--- config.mk ---
export PLATFORM = sky130hd
export DESIGN_NAME = guid_text_to_bytes
export DESIGN_NICKNAME = d
export VERILOG_FILES = /design/src/rtl/gtb_pkg.sv /design/src/rtl/gtb_decode.sv /design/src/rtl/guid_text_to_bytes.sv
export SDC_FILE = /design/constraint.sdc
export NUM_CORES = 1
export LEC_CHECK = 0
export ABC_AREA = 1
export ABC_CLOCK_PERIOD_IN_PS = 13500
export CAP_MARGIN = 20
export CORE_MARGIN = 2
export CORE_UTILIZATION = 64
export DETAILED_ROUTE_END_ITERATION = 10
export DONT_BUFFER_PORTS = 1
export PLACE_DENSITY = 0.81
export SLEW_MARGIN = 20
export SYNTH_ARGS = -nofsm -noshare
export SYNTH_HDL_FRONTEND = slang
export SYNTH_SLANG_ARGS = --single-unit
--- constraint.sdc ---
create_clock -name clk -period 13.5 [get_ports clk]
set_input_delay 1.35 -clock clk [delete_from_list [all_inputs] [get_ports clk]]
set_output_delay 1.35 -clock clk [all_outputs]
set_load 0.02 [all_outputs]
--- src/rtl/gtb_pkg.sv ---
// Shared constants, types and tables for the GUID text parser.
package gtb_pkg;

    localparam int unsigned CHAR_W   = 8;
    localparam int unsigned POS_W    = 6;
    localparam int unsigned WORD_W   = 64;
    localparam int unsigned NIBBLE_W = 4;
    localparam int unsigned BYTE_IDX_W = 4;

    localparam logic [POS_W-1:0]  GUID_TEXT_LEN = 6'd36;
    localparam logic [POS_W-1:0]  POS_SAT       = 6'd37;
    localparam logic [CHAR_W-1:0] DASH_CHAR     = 8'h2D;

    localparam logic [POS_W-1:0] DASH_POS_0 = 6'd8;
    localparam logic [POS_W-1:0] DASH_POS_1 = 6'd13;
    localparam logic [POS_W-1:0] DASH_POS_2 = 6'd18;
    localparam logic [POS_W-1:0] DASH_POS_3 = 6'd23;

    // GUID byte slot for each text byte (first three groups reversed)
    localparam logic [BYTE_IDX_W-1:0] BYTE_PLACE [16] = '{
        4'd3, 4'd2, 4'd1, 4'd0, 4'd5, 4'd4, 4'd7, 4'd6,
        4'd8, 4'd9, 4'd10, 4'd11, 4'd12, 4'd13, 4'd14, 4'd15
    };

    typedef struct packed {
        logic                  bad;
        logic                  take_upper;
        logic                  put_byte;
        logic [BYTE_IDX_W-1:0] byte_index;
        logic [NIBBLE_W-1:0]   nibble;
    } dec_t;

endpackage

--- src/rtl/gtb_decode.sv ---
// Per-character decode: position check, hex digit value and byte slot.
module gtb_decode
(
    input  logic [gtb_pkg::POS_W-1:0]  position,
    input  logic [gtb_pkg::CHAR_W-1:0] text_char,
    output gtb_pkg::dec_t              dec
);

    logic                              dash_pos;
    logic                              hex_ok;
    logic [gtb_pkg::NIBBLE_W-1:0]      hex_val;
    logic [2:0]                        dashes;
    logic [gtb_pkg::POS_W-1:0]         digit_full;
    logic [4:0]                        digit_idx;

    assign dash_pos = (position == gtb_pkg::DASH_POS_0) || (position == gtb_pkg::DASH_POS_1) ||
                      (position == gtb_pkg::DASH_POS_2) || (position == gtb_pkg::DASH_POS_3);

    always_comb
    begin
        hex_ok  = 1'b1;
        hex_val = '0;
        case (text_char) inside
            [8'h30:8'h39]: hex_val = 4'(text_char - 8'h30);
            [8'h61:8'h66]: hex_val = 4'(text_char - 8'h57);
            [8'h41:8'h46]: hex_val = 4'(text_char - 8'h37);
            default:       hex_ok  = 1'b0;
        endcase
    end

    assign dashes = 3'(position > gtb_pkg::DASH_POS_0) + 3'(position > gtb_pkg::DASH_POS_1) +
                    3'(position > gtb_pkg::DASH_POS_2) + 3'(position > gtb_pkg::DASH_POS_3);
    assign digit_full = position - gtb_pkg::POS_W'(dashes);
    assign digit_idx  = digit_full[4:0];

    always_comb
    begin
        dec            = '0;
        dec.nibble     = hex_val;
        dec.byte_index = gtb_pkg::BYTE_PLACE[digit_idx[4:1]];
        if (position >= gtb_pkg::GUID_TEXT_LEN)
        begin
            dec.bad = 1'b1;
        end
        else if (dash_pos)
        begin
            dec.bad = (text_char != gtb_pkg::DASH_CHAR);
        end
        else
        begin
            dec.bad        = !hex_ok;
            dec.take_upper = !digit_idx[0];
            dec.put_byte   = digit_idx[0];
        end
    end

endmodule

--- src/rtl/guid_text_to_bytes.sv ---
// Top level: GUID text stream in, 16 mixed-endian GUID bytes out.
// Throughput: one character per cycle, except that a last character waits while both output entries are full.
// The last character is registered at the input, then its result is registered in the output stage.
// A two-entry output stage lets input continue while a result waits.
// Reset (rst_n low, async) clears position, error flag and all valid flags.
module guid_text_to_bytes
(
    input  logic         clk,
    input  logic         rst_n,
    input  logic         s_tvalid,
    output logic         s_tready,
    input  logic [7:0]   s_tdata,   // [7:0] text_char
    input  logic         s_tlast,   // end_of_text
    output logic         m_tvalid,
    input  logic         m_tready,
    output logic [127:0] m_tdata,   // [63:0] bytes_low, [127:64] bytes_high
    output logic         m_tuser    // parse_ok
);

    localparam int unsigned WW = gtb_pkg::WORD_W;

    logic                          in_valid_reg;
    logic [gtb_pkg::CHAR_W-1:0]    in_char_reg;
    logic                          in_last_reg;

    logic [gtb_pkg::POS_W-1:0]     pos_reg, pos_next;
    logic                          bad_reg, bad_next;
    logic [gtb_pkg::NIBBLE_W-1:0]  upper_reg, upper_next;
    logic [WW-1:0]                 low_acc_reg, low_acc_next;
    logic [WW-1:0]                 high_acc_reg, high_acc_next;

    logic                          out_valid_reg;
    logic                          out_ok_reg;
    logic [2*WW-1:0]               out_data_reg;
    logic                          skid_valid_reg;
    logic                          skid_ok_reg;
    logic [2*WW-1:0]               skid_data_reg;

    gtb_pkg::dec_t                 dec;
    logic                          proc_fire;
    logic                          push;
    logic                          pop;
    logic                          res_ok;
    logic [2*WW-1:0]               res_data;
    logic [7:0]                    new_byte;

    gtb_decode u_decode
    (
        .position  (pos_reg),
        .text_char (in_char_reg),
        .dec       (dec)
    );

    assign proc_fire = in_valid_reg && !(in_last_reg && skid_valid_reg);
    assign s_tready  = !in_valid_reg || proc_fire;
    assign push      = proc_fire && in_last_reg;
    assign pop       = out_valid_reg && m_tready;
    assign new_byte  = {upper_reg, dec.nibble};

    always_comb
    begin
        bad_next      = bad_reg | dec.bad;
        upper_next    = dec.take_upper ? dec.nibble : upper_reg;
        pos_next      = (pos_reg < gtb_pkg::POS_SAT) ? pos_reg + 1'b1 : pos_reg;
        low_acc_next  = low_acc_reg;
        high_acc_next = high_acc_reg;
        for (int k = 0; k < 8; k++)
        begin
            if (dec.put_byte && dec.byte_index == 4'(k))
            begin
                low_acc_next[8*k +: 8] = new_byte;
            end
            if (dec.put_byte && dec.byte_index == 4'(k + 8))
            begin
                high_acc_next[8*k +: 8] = new_byte;
            end
        end
        res_ok   = !bad_next && (pos_next == gtb_pkg::GUID_TEXT_LEN);
        res_data = res_ok ? {high_acc_next, low_acc_next} : '0;
    end

    always_ff @(posedge clk or negedge rst_n)
    begin
        if (!rst_n)
        begin
            in_valid_reg <= 1'b0;
        end
        else if (s_tready)
        begin
            in_valid_reg <= s_tvalid;
        end
    end

    always_ff @(posedge clk)
    begin
        if (s_tready && s_tvalid)
        begin
            in_char_reg <= s_tdata;
            in_last_reg <= s_tlast;
        end
    end

    always_ff @(posedge clk or negedge rst_n)
    begin
        if (!rst_n)
        begin
            pos_reg <= '0;
            bad_reg <= 1'b0;
        end
        else if (proc_fire)
        begin
            pos_reg <= in_last_reg ? '0 : pos_next;
            bad_reg <= in_last_reg ? 1'b0 : bad_next;
        end
    end

    always_ff @(posedge clk)
    begin
        if (proc_fire)
        begin
            upper_reg    <= upper_next;
            low_acc_reg  <= low_acc_next;
            high_acc_reg <= high_acc_next;
        end
    end

    always_ff @(posedge clk or negedge rst_n)
    begin
        if (!rst_n)
        begin
            out_valid_reg  <= 1'b0;
            skid_valid_reg <= 1'b0;
        end
        else if (skid_valid_reg)
        begin
            if (pop)
            begin
                skid_valid_reg <= 1'b0;
            end
        end
        else if (push)
        begin
            out_valid_reg  <= 1'b1;
            skid_valid_reg <= out_valid_reg && !pop;
        end
        else if (pop)
        begin
            out_valid_reg <= 1'b0;
        end
    end

    always_ff @(posedge clk)
    begin
        if (skid_valid_reg)
        begin
            if (pop)
            begin
                out_ok_reg   <= skid_ok_reg;
                out_data_reg <= skid_data_reg;
            end
        end
        else if (push)
        begin
            if (!out_valid_reg || pop)
            begin
                out_ok_reg   <= res_ok;
                out_data_reg <= res_data;
            end
            else
            begin
                skid_ok_reg   <= res_ok;
                skid_data_reg <= res_data;
            end
        end
    end

    assign m_tvalid = out_valid_reg;
    assign m_tuser  = out_ok_reg;
    assign m_tdata  = out_data_reg;

endmodule

==> Word level (Yosys, flattened, before mapping) <==
Memories as Yosys holds them, arrays and structs flattened.
Index checks and enable logic that the tools add are counted.
{ "totals": {"register_bits": 409, "rom_bits": 64, "inputBits": 13, "output_inout_bits": 131, "wordCells": 153, "memories": 1} }
{ "mem_list": {"columns": ["memory", "depth", "width", "read_ports", "rd_ports_with_merged_regs", "wr", "line_no", "rtl"], "rows": [
  ["(no name shown)", 16, 4, 1, 0, 0, "gtb_decode.sv:40", "dec.byte_index = gtb_pkg::BYTE_PLACE[digit_idx[4:1]];"]
]} }
{ "classes": {"add_sub_neg": 8, "magnitude_cmp": 13, "n_eq_ne": 22, "n_mux": 45, "n_bitwise": 4, "reduce_logical": 46} }
{ "ops": {"columns": ["cell", "count"], "rows": [
  ["two-way mux 128 bit", 5],
  ["two-way mux 8 bit", 16],
  ["equality test 4 bit, second input constant", 8],
  ["logical AND 1 bit", 26],
  ["two-way mux 4 bit", 5],
  ["equality test 4 x 3 -> 1 bit, second input constant", 4],
  ["greater-or-equal comparator 8 x 7 -> 1 bit, second input constant", 2],
  ["<= comparator 8 x 7 -> 1 bit, second input constant", 2],
  ["two-way mux 1 bit", 15],
  ["equality test 6 x 4 -> 1 bit, second input constant", 2],
  ["equality test 6 x 5 -> 1 bit, second input constant", 2],
  ["> comparator 6 x 4 -> 1 bit, second input constant", 2],
  ["> comparator 6 x 5 -> 1 bit, second input constant", 2],
  ["two-way mux 6 bit", 2],
  ["equality test 4 x 2 -> 1 bit, second input constant", 2],
  ["greater-or-equal comparator 8 x 6 -> 1 bit, second input constant", 1],
  ["<= comparator 8 x 6 -> 1 bit, second input constant", 1],
  ["inequality test 8 x 6 -> 1 bit, second input constant", 1],
  ["subtractor 4 x 3 -> 4 bit, second input constant", 2],
  ["zero test 1 bit", 7],
  ["adder 3 x 1 -> 3 bit", 2],
  ["adder 6 x 1 -> 6 bit, second input constant", 1],
  ["equality test 6 bit, second input constant", 1],
  ["greater-or-equal comparator 6 bit, second input constant", 1],
  ["16 further kinds", 26]
]} }

==> Depth between registers and ports, before layout <==
Gate-level depths: netlist of run 1.
{ "logic_depth": {"word_depth": 16, "mapped_depth": 22} }

==> Modules after synthesis <==
From an unflattened synthesis of run 1, not the netlist that was laid out.
{ "hier_totals": {"cells_unflattened": 1691, "hier_area_um2": 18251.3} }
{ "by_module_without_submodules": {"columns": ["mod", "instances", "cells_per_inst", "area_per_inst_um2", "seq_area_each_um2"], "rows": [
  ["guid_text_to_bytes", 1, 1586, 17659.4, 12231.7],
  ["gtb_decode", 1, 105, 591.8, 0.0]
]} }

==> Worst setup path after synthesis of run 1 <==
Ideal clock, no wire load.
{ "synth_timing": {"path_kind": "reg2reg", "start": "register skid_valid_reg", "end": "register skid_data_reg[0] (enable)", "arrival_ns": 10.205, "t_required_ns": 12.882, "slack_ns": 2.677, "stages_incl_launch_ff": 8, "n_path_buf": 2, "period_less_slack_ns": 10.823, "cell_sequence": "dfrtp_1 clkbuf_1 inv_1 o21ai_0 inv_1 clkbuf_1 nand2_1 nor2_1"} }
{ "synth_via": {"elab_chain_cells": 5} }
{ "synth_lines": {"columns": ["element", "line_no", "rtl"], "rows": [
  ["start: declaration", "guid_text_to_bytes.sv:35", "logic skid_valid_reg;"],
  ["start signal: assignment", "guid_text_to_bytes.sv:144", "skid_valid_reg <= out_valid_reg && !pop;"],
  ["logical AND 1 bit", "guid_text_to_bytes.sv:54", "assign proc_fire = in_valid_reg && !(in_last_reg && skid_valid_reg);"],
  ["zero test 1 bit", "guid_text_to_bytes.sv:54", null],
  ["logical AND 1 bit", "guid_text_to_bytes.sv:54", null],
  ["net proc_fire", "guid_text_to_bytes.sv:40", "logic proc_fire;"],
  ["logical AND 1 bit", "guid_text_to_bytes.sv:56", "assign push = proc_fire && in_last_reg;"],
  ["AND reduction 3 bit (no line)", null, null],
  ["end signal: assignment", "guid_text_to_bytes.sv:172", "skid_data_reg <= res_data;"],
  ["end: declaration", "guid_text_to_bytes.sv:37", "logic [2*WW-1:0] skid_data_reg;"]
]} }
The timed path passes the listed nets, and every way through them passes these cells.
A chain may end at the register's enable or synchronous reset.

==> Worst setup path in the final report of run 1 <==
{ "layout_timing": {"start": "register pos_reg[3] (netlist bit)", "end": "register out_data_reg[125] (netlist: m_tdata[125]) (data pin)"} }
{ "layout_via": {"elab_chain_cells": 16} }
{ "layout_lines": {"columns": ["element", "line_no", "rtl"], "rows": [
  ["start: declaration", "guid_text_to_bytes.sv:26", "logic [gtb_pkg::POS_W-1:0] pos_reg, pos_next;"],
  ["start signal: assignment", "guid_text_to_bytes.sv:112", "pos_reg <= in_last_reg ? '0 : pos_next;"],
  ["> comparator 6 x 4 -> 1 bit", "gtb_decode.sv:31", "assign dashes = 3'(position > gtb_pkg::DASH_POS_0) + 3'(position > gtb_pkg::DASH_POS_1) +"],
  ["adder 1 x 1 -> 2 bit", "gtb_decode.sv:31", null],
  ["adder 3 x 1 -> 3 bit", "gtb_decode.sv:31", null],
  ["adder 3 x 1 -> 3 bit", "gtb_decode.sv:32", "3'(position > gtb_pkg::DASH_POS_2) + 3'(position > gtb_pkg::DASH_POS_3);"],
  ["subtractor 5 x 3 -> 5 bit", "gtb_decode.sv:33", "assign digit_full = position - gtb_pkg::POS_W'(dashes);"],
  ["inverter 4 -> 5 bit (implied by the code)", "gtb_decode.sv:40", null],
  ["memory read (16 x 4 bit)", null, null],
  ["two-way mux 4 bit (implied by the code) (2 in series)", "gtb_decode.sv:40", null],
  ["equality test 4 bit", "guid_text_to_bytes.sv:73", "if (dec.put_byte && dec.byte_index == 4'(k + 8))"],
  ["logical AND 1 bit (*)", "guid_text_to_bytes.sv:73", null],
  ["two-way mux 8 bit (*)", "guid_text_to_bytes.sv:73", null],
  ["net high_acc_next[61]", "guid_text_to_bytes.sv:30", "logic [WW-1:0] high_acc_reg, high_acc_next;"],
  ["two-way mux 128 bit (*)", "guid_text_to_bytes.sv:79", "res_data = res_ok ? {high_acc_next, low_acc_next} : '0;"],
  ["two-way mux 128 bit (*)", "guid_text_to_bytes.sv:164", "if (!out_valid_reg || pop)"],
  ["two-way mux 128 bit (*)", "guid_text_to_bytes.sv:162", "else if (push)"],
  ["two-way mux 128 bit (*)", "guid_text_to_bytes.sv:154", "if (skid_valid_reg)"],
  ["end signal: assignment", "guid_text_to_bytes.sv:159", "out_data_reg <= skid_data_reg;"],
  ["end signal: assignment", "guid_text_to_bytes.sv:167", "out_data_reg <= res_data;"],
  ["end: declaration", "guid_text_to_bytes.sv:34", "logic [2*WW-1:0] out_data_reg;"]
]} }
Mark *: on every way through the listed nets, which the timed path passes. The rest lies on a longest branch. The select of a mux whose other input is x is not followed.

==> results of run 1 <==
==> area by class of cell <==
cell class                 instances  area share [%]
multi-input combinational       1084            27.3
clock buffer                      50            5.37
tap                              384            2.34
sequential                       409            59.6
inverter                         165            3.04
timing repair buffer              17           0.622
clock inverter                    24            1.73
==> path summary, 6_finish.rpt <==
| path | cells past startpoint | end | start | slack [ns] |
|---|---|---|---|---|
| min | 2 | m_tdata[30] | skid_data_reg[30] | 0.51 |
| max in group asynchronous | 0 | skid_valid_reg | rst_n | 12.90 |
| min in group asynchronous | 0 | pos_reg[1] | rst_n | 0.52 |
| max | 16 | m_tdata[125] | pos_reg[3] | 8.35 |
| min reg2reg | 2 | m_tdata[30] | skid_data_reg[30] | 0.51 |
| max reg2reg | 16 | m_tdata[125] | pos_reg[3] | 8.35 |
==> critical path, delay by kind of cell, from the launching register on <==
family | cells | cell delay [ns]
buffers and inverters | 5 | 1.76
and+or+nand+nor | 7 | 1.06
AOI/OAI and AO/OA | 1 | 0.36
adders and majority gates | 3 | 0.98
DFF | 1 | 0.65
==> cell usage in the layout, fill, tap and decap left out, types with 3 or more instances in the layout <==
| master | Yosys | final |
|---|---|---|
| clkbuf_16 | 0 | 43 |
| a21oi_1 | 135 | 135 |
| nor2_2 | 5 | 5 |
| o21ai_0 | 3 | 3 |
| clkbuf_1 | 33 | 7 |
| nor2_1 | 18 | 15 |
| dfrtp_1 | 10 | 9 |
| nand4_2 | 5 | 5 |
| nand2_2 | 3 | 3 |
| nand4_4 | 12 | 12 |
| nor2_4 | 15 | 18 |
| inv_1 | 159 | 157 |
| ha_1 | 13 | 13 |
| o22ai_1 | 6 | 6 |
| bufinv_16 | 0 | 9 |
| nor3_1 | 3 | 3 |
| clkinv_1 | 0 | 7 |
| edfxtp_1 | 399 | 399 |
| o21bai_1 | 129 | 129 |
| nand2_1 | 565 | 565 |
| clkinv_2 | 0 | 3 |
| nand3_1 | 151 | 151 |
| inv_2 | 6 | 6 |
| buf_4 | 15 | 17 |
==> cell usage after synthesis, drive strengths merged <==
library cell and n:
nand4 19, fa 2, inv 165, o211ai 1, o21ai 7, nand3b 3, nor2 38, dfrtp 10
xnor2 2, buf 56, nand3 152, a21oi 136, or2 1, o41ai 1, edfxtp 399, nor3 3
xor2 1, nand2 570, o21bai 129, clkbuf 33, o22ai 6, ha 13
==> cells by family after synthesis <==
logic type | after synthesis | synth area share [%]
AOI/OAI and AO/OA | 280 | 9.27
buffers and inverters | 254 | 5.65
DFF | 409 | 64.8
xor gates and xnor gates | 3 | 0.239
and+or+nand+nor | 786 | 18.9
adders and majority gates | 15 | 1.07
==> metal layers <==
layer	part of all wire, %	vias up	GRT usage, %
met5	0	-	0
met1	39	6207	38.1
met4	3.3	0	10.4
li1	-	5917	-
met3	9.0	103	4.78
met2	49	707	47.6
==> where the power goes <==
part	internal (W)	switching (W)	leakage, nW
sequential	0.00153	0.000105	3.96
combinational	0.0000822	0.000269	3.48
clock	0.000756	0.000479	0.706
total	0.00236	0.000853	8.14
==> per-stage QoR <==
step	instances	setup WS (ns)	total power (W)	hold WS, ns	util [%]
after floorplan	1747	2.68	0.00191	0.491	-
after global placement	2059	8.60	0.00198	0.499	66.1
after detailed placement	2059	8.42	0.00200	0.502	66.1
after CTS	2133	8.41	0.00322	0.501	71.1
after global routing	2133	8.01	0.00331	0.498	71.1
final	2133	8.35	0.00322	0.507	71.1
==> metrics, run 1 <==
CTS Root Cell=clkbuf_16; Avg Inst Size Synth=about 11 um2; PortBufs=0; gpl congestion=between 0.8 and 0.9; Seq/Total Area, Yosys=between 60% and 70%; initial antenna violation count=0; CP arrival=5.43 ns; CTS max path bufs=3; Post-Syn Nets=around 1800; final setup fails=0; Post-CTS Setup Bufs=0; # IOs=roughly 140; largest net degree at the start of global routing=92; CTS Buf Count=42; Total GRT Usage=about 29%; maximum vdd drop=111 uV; clock-pin slew on the worst setup and hold paths=0.06 ns; Avg WL per Cell=~21 um; DRT Wirelength=roughly 44 mm; Storage cell area=12200 um2; clock sinks=409; GRT overflow=0; via/cell ratio=approximately 6.1; Die Y=approximately 180 um; Post-Syn Area=around 19000 um2; post-route ant nets=0; H-tree depth=2; final net count=1747; Critical Path Sink Type=flip-flop; Initial Utilization=around two thirds; Area after DPL=around 19000 um2; 1st-iter DRT viols=1689; Worst Path Max Fanout=between 70 and 80; fin area=around 21000 um2; Worst slew margin=a little over a fifth; hold buffer count at cts=0; final hold violation count=0; ratio of cells with drive above 1 in the final layout=around 7.9%; first-pass GRT wire length=~70 mm; clock latency on the worst-skew pair=approximately 0.54 ns; Power Dens Cells=roughly 160 nW/um2; via count=around 13000; RSZ-0062 raised after global routing=no; Critical Path Max Stage Delay=roughly 0.82 ns; Placement Rows=between 60 and 70; top-area cell type share of the netlist area=between 60% and 70%; core footprint=about 29000 um2; remaining routing DRC violations=1; Slew Limit Fails=0; Max Cap Viol=0; leak pwr=~8 nW; failing checks=DRC; setup TNS=0 ns; synth warn=0; number of global-route vias before repair=12900; Least-Margin Pin Slew=approximately 1.2 ns; fin crit period=roughly 5.2 ns; Synth area leader=edfxtp_1; Die X=between 150 and 200 um; status=complete, but fails checks; Ant. Diodes=0; Seq cells post-synth=409; worst setup path class=reg -> reg; worst min-delay path class=reg -> reg; f_max=approximately 190 MHz; multi-input logic area=approximately 5600 um2; Unique masters post-synth=38; Synth-to-Final Area Change=8.78%; CP required=between 10 and 15 ns; Initial DRT Pass Iterations=11; Final Cycle Share=a little under two fifths; Die ar.=between 30000 and 40000 um2; CTS tree=built; kind of start point of the critical path=flip-flop; Synth area leaders=edfxtp_1 64%, nand2_1 11%, o21bai_1 5.1%, nand3_1 4.0%, a21oi_1 3.6%; crit path max-delay cell type=buf_4; PostCTS Resize Cnt=0; crit-path cells=inv_1 -> o41ai_1 -> ha_1 -> inv_1 -> fa_1 -> inv_1 -> ha_1 -> nor2_2 -> nand4_4 -> buf_4 -> buf_4 -> nor2_2 -> nand2_1 -> nand2_1 -> nand3_1 -> nand2_1; Synth Instances=approximately 1700; clock skew=about 0.023 ns; Fillers=a little under 2000; Final HPWL DP=approximately 24 mm
(Power assumes the default switching activity.)
==> inputs of run 2 (changes only) <==
- ABC_AREA: 1 -> 0
- ABC_CLOCK_PERIOD_IN_PS: 13500 -> 5100
- CORE_UTILIZATION: 64 -> 63
- PLACE_DENSITY: 0.81 -> 0.8
- clock period: 13.5 -> 5.1 ns (I/O delays scaled with it)
==> run 2 against run 1 <==
- power increased to 3.2 times the previous value
- utilization fell by 0.74 points
- critical path type unchanged
- the run now ends clean
- critical path depth rose by 2
- worst setup slack got worse by 7.9 ns
- synthesized cell count down 26%
- first-iteration DRC count decreased by 41%
- sequential power grew to 3.4 times the previous value
- die area is 7.5% lower
- via count fell by 23%
- non-clock buffer count up 5
- cell count is 22% lower
- sequential share of layout area is 5.1 points higher
==> metrics, run 2 <==
first-pass GRT wire length=53.7 mm (-22%); Final HPWL DP=19.2 mm (-21%); number of global-route vias before repair=9690 (-25%); Slew Limit Fails=0 (unchanged); Power Internal=0.00693 W (+190%); met1 WL=14.4 mm (-15%); Power Dens Cells=542 nW/um2 (+250%); PnR worst setup slack=0.430 ns (-7.91 ns); via/cell ratio=5.94 (-2.0%); maximum vdd drop=389 uV (+250%); final net count=1324 (-24%); Post-Syn Nets=1324 (-25%); top-area cell type share of the netlist area=69.9% (+6.4 points); met3 WL=2.65 mm (-33%); Seq cells post-synth=409 (unchanged); Sequential Power Share=54.3% (+3.6 points); Least-Margin Pin Slew=1.17 ns (-0.00792 ns); 1st-iter DRT viols=992 (-41%); Synth area leader=edfxtp_1; post-synthesis mux area share=7.54% (+7.5 points); DR WL met2=16.5 mm (-23%); largest net degree at the start of global routing=130 (+41%); core footprint=26900 um2 (-6.9%); clock-pin slew on the worst setup and hold paths=0.06 ns (about the same); Post-Synth XOR/XNOR Area=0.0511% (-0.19 points); via count=9912 (-23%); synth warn=0 (unchanged); most common cell in the netlist=edfxtp_1; GRT overflow=0 (unchanged); Initial DRT Pass Iterations=5 (-6); Post-Synth Simple-Gate Area=9.20% (-9.7 points); PortBufs=0 (unchanged); # IOs=144 (unchanged); Die Y=169 um (-3.8%); CTS Buf Count=41 (-2.4%); leak pwr=7.06 nW (-13%); worst setup path class=reg -> reg; Placement Rows=60 (-3.2%); worst min-delay path class=in -> reg; H-tree depth=2 (unchanged); Final Cycle Share=91.6% (+53 points); worst slack, placed=0.454 ns (-7.97 ns); CTS max path bufs=3 (unchanged); Avg WL per Cell=20.7 um (+0.48%); status=finished clean; Die ar.=28600 um2 (-7.5%); initial antenna violation count=0 (unchanged); CTS Root Cell=clkbuf_16; Post-Syn Area=17200 um2 (-9.1%); final cell count without fillers=1668 (-22%); Avg Inst Size Synth=13.2 um2 (+23%); clock skew=0.0172 ns (-0.00599 ns); commonest non-fill, non-tap cell in the layout=edfxtp_1; Worst slew margin=21.7% (+0.53 points); compound-gate portion of the synthesized area=5.95% (-3.3 points); CP required=5.35 ns (-8.42 ns); Clock power frac=28.9% (-9.5 points); most frequent cells in the layout=399 x edfxtp_1, 145 x inv_1, 143 x nand2_1, 141 x nor2_1, 128 x mux2i_1; main flop type after synthesis=edfxtp_1; Synth area leaders=edfxtp_1 70%, mux2i_1 7.5%, inv_1 3.2%, nand2_1 3.2%, nor2_1 3.1%; final hold violation count=0 (unchanged); Initial Utilization=63.8% (-1.6 points); Post-CTS Setup Bufs=0 (unchanged); clock latency on the worst-skew pair=0.53 ns (about the same); top sig layer=met4; fin crit period=4.67 ns (-0.485 ns); ratio of cells with drive above 1 in the final layout=8.52% (+0.63 points); NetSw=0.00332 W (+290%); largest family of logic cells by synthesized area=simple AND/OR/NAND/NOR gates; Seq/Total Area, Yosys=71.3% (+6.5 points); Logic pwr share=16.8% (+5.9 points); switching share of power=32.4% (+5.9 points); RSZ-0062 raised after global routing=no; post-route ant nets=0 (unchanged); final setup fails=0 (unchanged); Critical Path Sink Type=flip-flop; Die X=169 um (-3.8%); CTS tree=built; setup TNS=0 ns (unchanged); Total GRT Usage=24.4% (-4.2 points); gpl congestion=0.847 (-5.8%); Worst Path Max Fanout=9 (-87%); kind of start point of the critical path=flip-flop; Post-synth EDFFs=399 (unchanged); DRT Wirelength=34.6 mm (-21%); Placed Cells incl. Taps=1592 (-23%); Synth Instances=1296 (-26%); f_max=214 MHz (+10%); Async SR Flop Fraction=2.44% (unchanged); Max Cap Viol=0 (unchanged); clock sinks=409 (unchanged); Adder-Cell Fraction of Synth Area=1.18% (+0.11 points); Commonest cells post-synth=399 x edfxtp_1, 146 x inv_1, 144 x nand2_1; remaining routing DRC violations=0 (-1); Synth-to-Final Area Change=10.3%; Ant. Diodes=0 (unchanged); Unique masters post-synth=57 (+50%); CP arrival=4.92 ns (-0.51 ns)
## run 2: logic make-up after synthesis
kind of cell    after synthesis
fa+ha+maj                    15
flops                       409
compound gates              181
buf+inv                     211
simple gates                350
xor+xnor                      1
mux                         129
## run 2: what timing repair did
item,4_1_cts,5_1_grt
gates resized for setup,0,0
hold buffers,1,0
hold endpoints to repair,10,0
endpoints found under the setup margin,0,0
## run 2: critical path, cell delays in order, from the launching register on
cell     delay, ns
dfrtp_1       0.47
inv_1         0.19
ha_1          0.19
inv_1         0.04
o21ai_0       0.13
nand2_1       0.08
ha_1          0.27
inv_1         0.05
fa_1          0.38
inv_1         0.07
ha_1          0.13
inv_1         0.04
ha_1          0.34
and3b_1       0.24
o21a_1        0.20
nor2_1        0.59
or3_1         0.51
mux2i_1       0.36
o21ai_1       0.12
## run 2: layout make-up
class,count,area [um2]
Tap cell,341,427
Clock buffer,45,1060
Sequential cell,409,12200
Multi-Input combinational cell,676,4150
Clock inverter,29,275
Timing Repair Buffer,22,213
Fill cell,1785,7960
Inverter,146,551
## run 2: worst paths after layout
check / cells past startpoint / slack (ns) / startpoint / end
max: 18 / 0.43 / pos_reg[1] / m_tdata[60]
min: 1 / 0.07 / m_tready / skid_valid_reg
max reg2reg: 18 / 0.43 / pos_reg[1] / m_tdata[60]
min reg2reg: 2 / 0.52 / skid_ok_reg / m_tuser
max in group asynchronous: 1 / 4.25 / rst_n / skid_valid_reg
min in group asynchronous: 1 / 0.42 / rst_n / bad_reg
## run 2: metrics by stage
step                      area, um2  total power [W]  hold WS (ns)  util, %
final                         18900           0.0102        0.0705     70.4
after global routing          18900           0.0107        0.0499     70.4
after CTS                     18900           0.0103        0.0529     70.3
after detailed placement      17500          0.00734         0.215     65.3
after global placement        17500          0.00726         0.215     65.2
after floorplan               17200          0.00679         0.214        -
## run 2: power by group through the flow
stage / clock (W) / sequential, W / combinational [W]
global route: 0.00313 / 0.00564 / 0.00192
global placement: 0 / 0.00562 / 0.00164
detailed placement: 0 / 0.00563 / 0.00170
finish: 0.00296 / 0.00556 / 0.00172
floorplan: 0 / 0.00544 / 0.00136
CTS: 0.00300 / 0.00558 / 0.00172
## run 2: per-layer routing
metal / track usage, % / vias up
li1: - / 4561
met3: 4.47 / 77
met1: 33.8 / 4872
met4: 7.77 / 0
met5: 0 / -
met2: 39.7 / 402
==> inputs of run 3 (changes only) <==
- CORE_UTILIZATION: 63 -> 30
- PLACE_DENSITY: 0.8 -> 0.45
==> run 3 against run 2 <==
- maximum frequency up 1.6%
- critical endpoint is now m_tdata[66]
- clock skew up 0.0035 ns
- non-clock buffer count grew 25
- utilization is 35 points lower
==> metrics, run 3 (same netlist as run 2, synthesis figures left out) <==
status=finished clean; RR Endpoint=m_tdata[66]; PnR worst setup slack=0.502 ns (+0.0718 ns); Die X=243 um (+44%); Logic pwr share=18.1% (+1.3 points); Synth-to-Final Area Change=15.2%; Power Dens Cells=538 nW/um2 (-0.74%); clock sinks=409 (unchanged); via count=9674 (-2.4%); NetSw=0.00354 W (+6.9%); CP delay by family, top=adder cells; Initial Utilization=30.4% (-33 points); Critical Path Max Stage Delay=0.59 ns (about the same); DRT Wirelength=42.9 mm (+24%); CTS tree=built; f_max=217 MHz (+1.6%); Die ar.=59100 um2 (+110%); Slew Limit Fails=0 (unchanged); clock latency on the worst-skew pair=0.58 ns (+0.05 ns); crit path max-delay cell type=or3_1; remaining routing DRC violations=0 (unchanged); Die Y=243 um (+44%); fin area=19800 um2 (+4.4%); PortBufs=0 (unchanged); PostCTS Resize Cnt=0 (unchanged); 1st-iter DRT viols=676 (-32%); final net count=1353 (+2.2%); Placement Rows=87 (+45%); # IOs=144 (unchanged); Clock power frac=30.1% (+1.2 points); leak pwr=7.22 nW (+2.2%); kind of start point of the critical path=flip-flop; H-tree depth=2 (unchanged); Worst Hold Launch=s_tvalid; setup TNS=0 ns (unchanged); CTS max path bufs=3 (unchanged); fin crit period=4.60 ns (-0.0718 ns); hold path cells=1 (unchanged); Final HPWL DP=24.5 mm (+27%); gpl congestion=0.802 (-5.3%); Worst slew margin=27.0% (+5.3 points); CP arrival=4.91 ns (about the same); RSZ-0062 raised after global routing=no; final hold violation count=0 (unchanged); Min Hold Slack=0.0619 ns (-0.00862 ns); crit-path cells=inv_1 -> ha_1 -> o31ai_1 -> ha_1 -> inv_1 -> fa_1 -> inv_1 -> ha_1 -> fa_1 -> nand2b_1 -> o21ai_0 -> a21oi_2 -> or3_1 -> mux2i_1 -> o21ai_1; Area after DPL=18200 um2 (+3.9%); ratio of cells with drive above 1 in the final layout=9.28% (+0.76 points); worst slack, placed=0.479 ns (+0.0254 ns); CTS Buf Count=45 (+9.8%); Critical Path Sink Type=flip-flop; Placed Cells incl. Taps=2023 (+27%); Avg WL per Cell=20.3 um (-2.2%); Initial DRT Pass Iterations=5 (unchanged); GRT overflow=0 (unchanged); worst path bufs/invs=3 (-2); commonest non-fill, non-tap cell in the layout=edfxtp_1; Power Internal=0.00708 W (+2.1%); initial antenna violation count=1 (+1); CP required=5.41 ns (+0.06 ns); core footprint=56500 um2 (+110%); post-route ant nets=0 (unchanged); worst reg2reg startpoint=pos_reg[1]; Least-Margin Pin Slew=1.10 ns (-0.0790 ns); R2R Setup Slk=0.50 ns (+0.07 ns); R2R depth=15 (-3); switching share of power=33.4% (+1.0 points); final cell count without fillers=2115 (+27%); most frequent cells in the layout=399 x edfxtp_1, 145 x inv_1, 143 x nand2_1, 141 x nor2_1, 128 x mux2i_1; number of global-route vias before repair=9798 (+1.1%); worst min-delay path class=in -> reg; first-pass GRT wire length=64.8 mm (+21%); largest net degree at the start of global routing=108 (-17%); Total GRT Usage=14.5% (-9.8 points); Hold Path End=in_valid_reg; clock skew=0.0207 ns (+0.00350 ns); final setup fails=0 (unchanged); Sequential Power Share=51.9% (-2.4 points); maximum vdd drop=277 uV (-29%); via/cell ratio=4.57 (-23%); Final Cycle Share=90.2% (-1.4 points); clock-pin slew on the worst setup and hold paths=0.06 ns (about the same); Worst Path Max Fanout=9 (unchanged); Max Cap Viol=0 (unchanged); CTS Root Cell=clkbuf_16; worst setup path class=reg -> reg; Post-CTS Setup Bufs=0 (unchanged)
run 3: how the worst max path moves through the flow:
stage	slack, ns	cells past startpoint	from	endpoint
finish	0.50	15	pos_reg[1]	m_tdata[66]
floorplan	-0.06	2	skid_valid_reg	skid_data_reg[0]
detailed placement	0.48	18	pos_reg[1]	m_tdata[118]
global placement	0.48	18	pos_reg[1]	m_tdata[118]
global route	0.09	18	pos_reg[1]	m_tdata[13]
CTS	0.45	16	pos_reg[1]	m_tdata[118]
run 3: layer usage:
layer / track usage [%] / part of all wire (%) / vias up / routed length, um
li1: - / - / 4623 / -
met1: 19.5 / 47 / 4810 / 19900
met2: 23.4 / 46 / 180 / 19900
met3: 3.56 / 4.5 / 61 / 1930
met4: 4.28 / 2.5 / 0 / 1080
met5: 0 / 0 / - / 0
run 3: layout make-up:
type                       instances  area [um2]
clock buffer                      53        1160
timing repair buffer              47         443
antenna                            1        2.50
multi-input combinational        676        4160
fill                            5527       36700
inverter                         146         553
sequential                       409       12200
tap                              756         946
clock inverter                    27         258
run 3: stage by stage:
stage          util [%]  total power, W
6_report           35.0          0.0106
3_5_place_dp       32.3         0.00757
4_1_cts            35.0          0.0108
5_1_grt            35.0          0.0112
3_3_place_gp       32.3         0.00754
2_1_floorplan         -         0.00679
run 3: power by group through the flow:
stage / Sequential [W] / Clock (W) / Combinational, W
2_1_floorplan: 0.00544 / 0 / 0.00136
3_3_place_gp: 0.00560 / 0 / 0.00194
3_5_place_dp: 0.00560 / 0 / 0.00197
4_1_cts: 0.00554 / 0.00330 / 0.00199
5_1_grt: 0.00560 / 0.00342 / 0.00218
6_report: 0.00551 / 0.00319 / 0.00192
run 3: what timing repair did:
action,CTS,global route
endpoints found under the setup margin,0,0
endpoints found under the hold margin,20,0
hold buffers,11,0
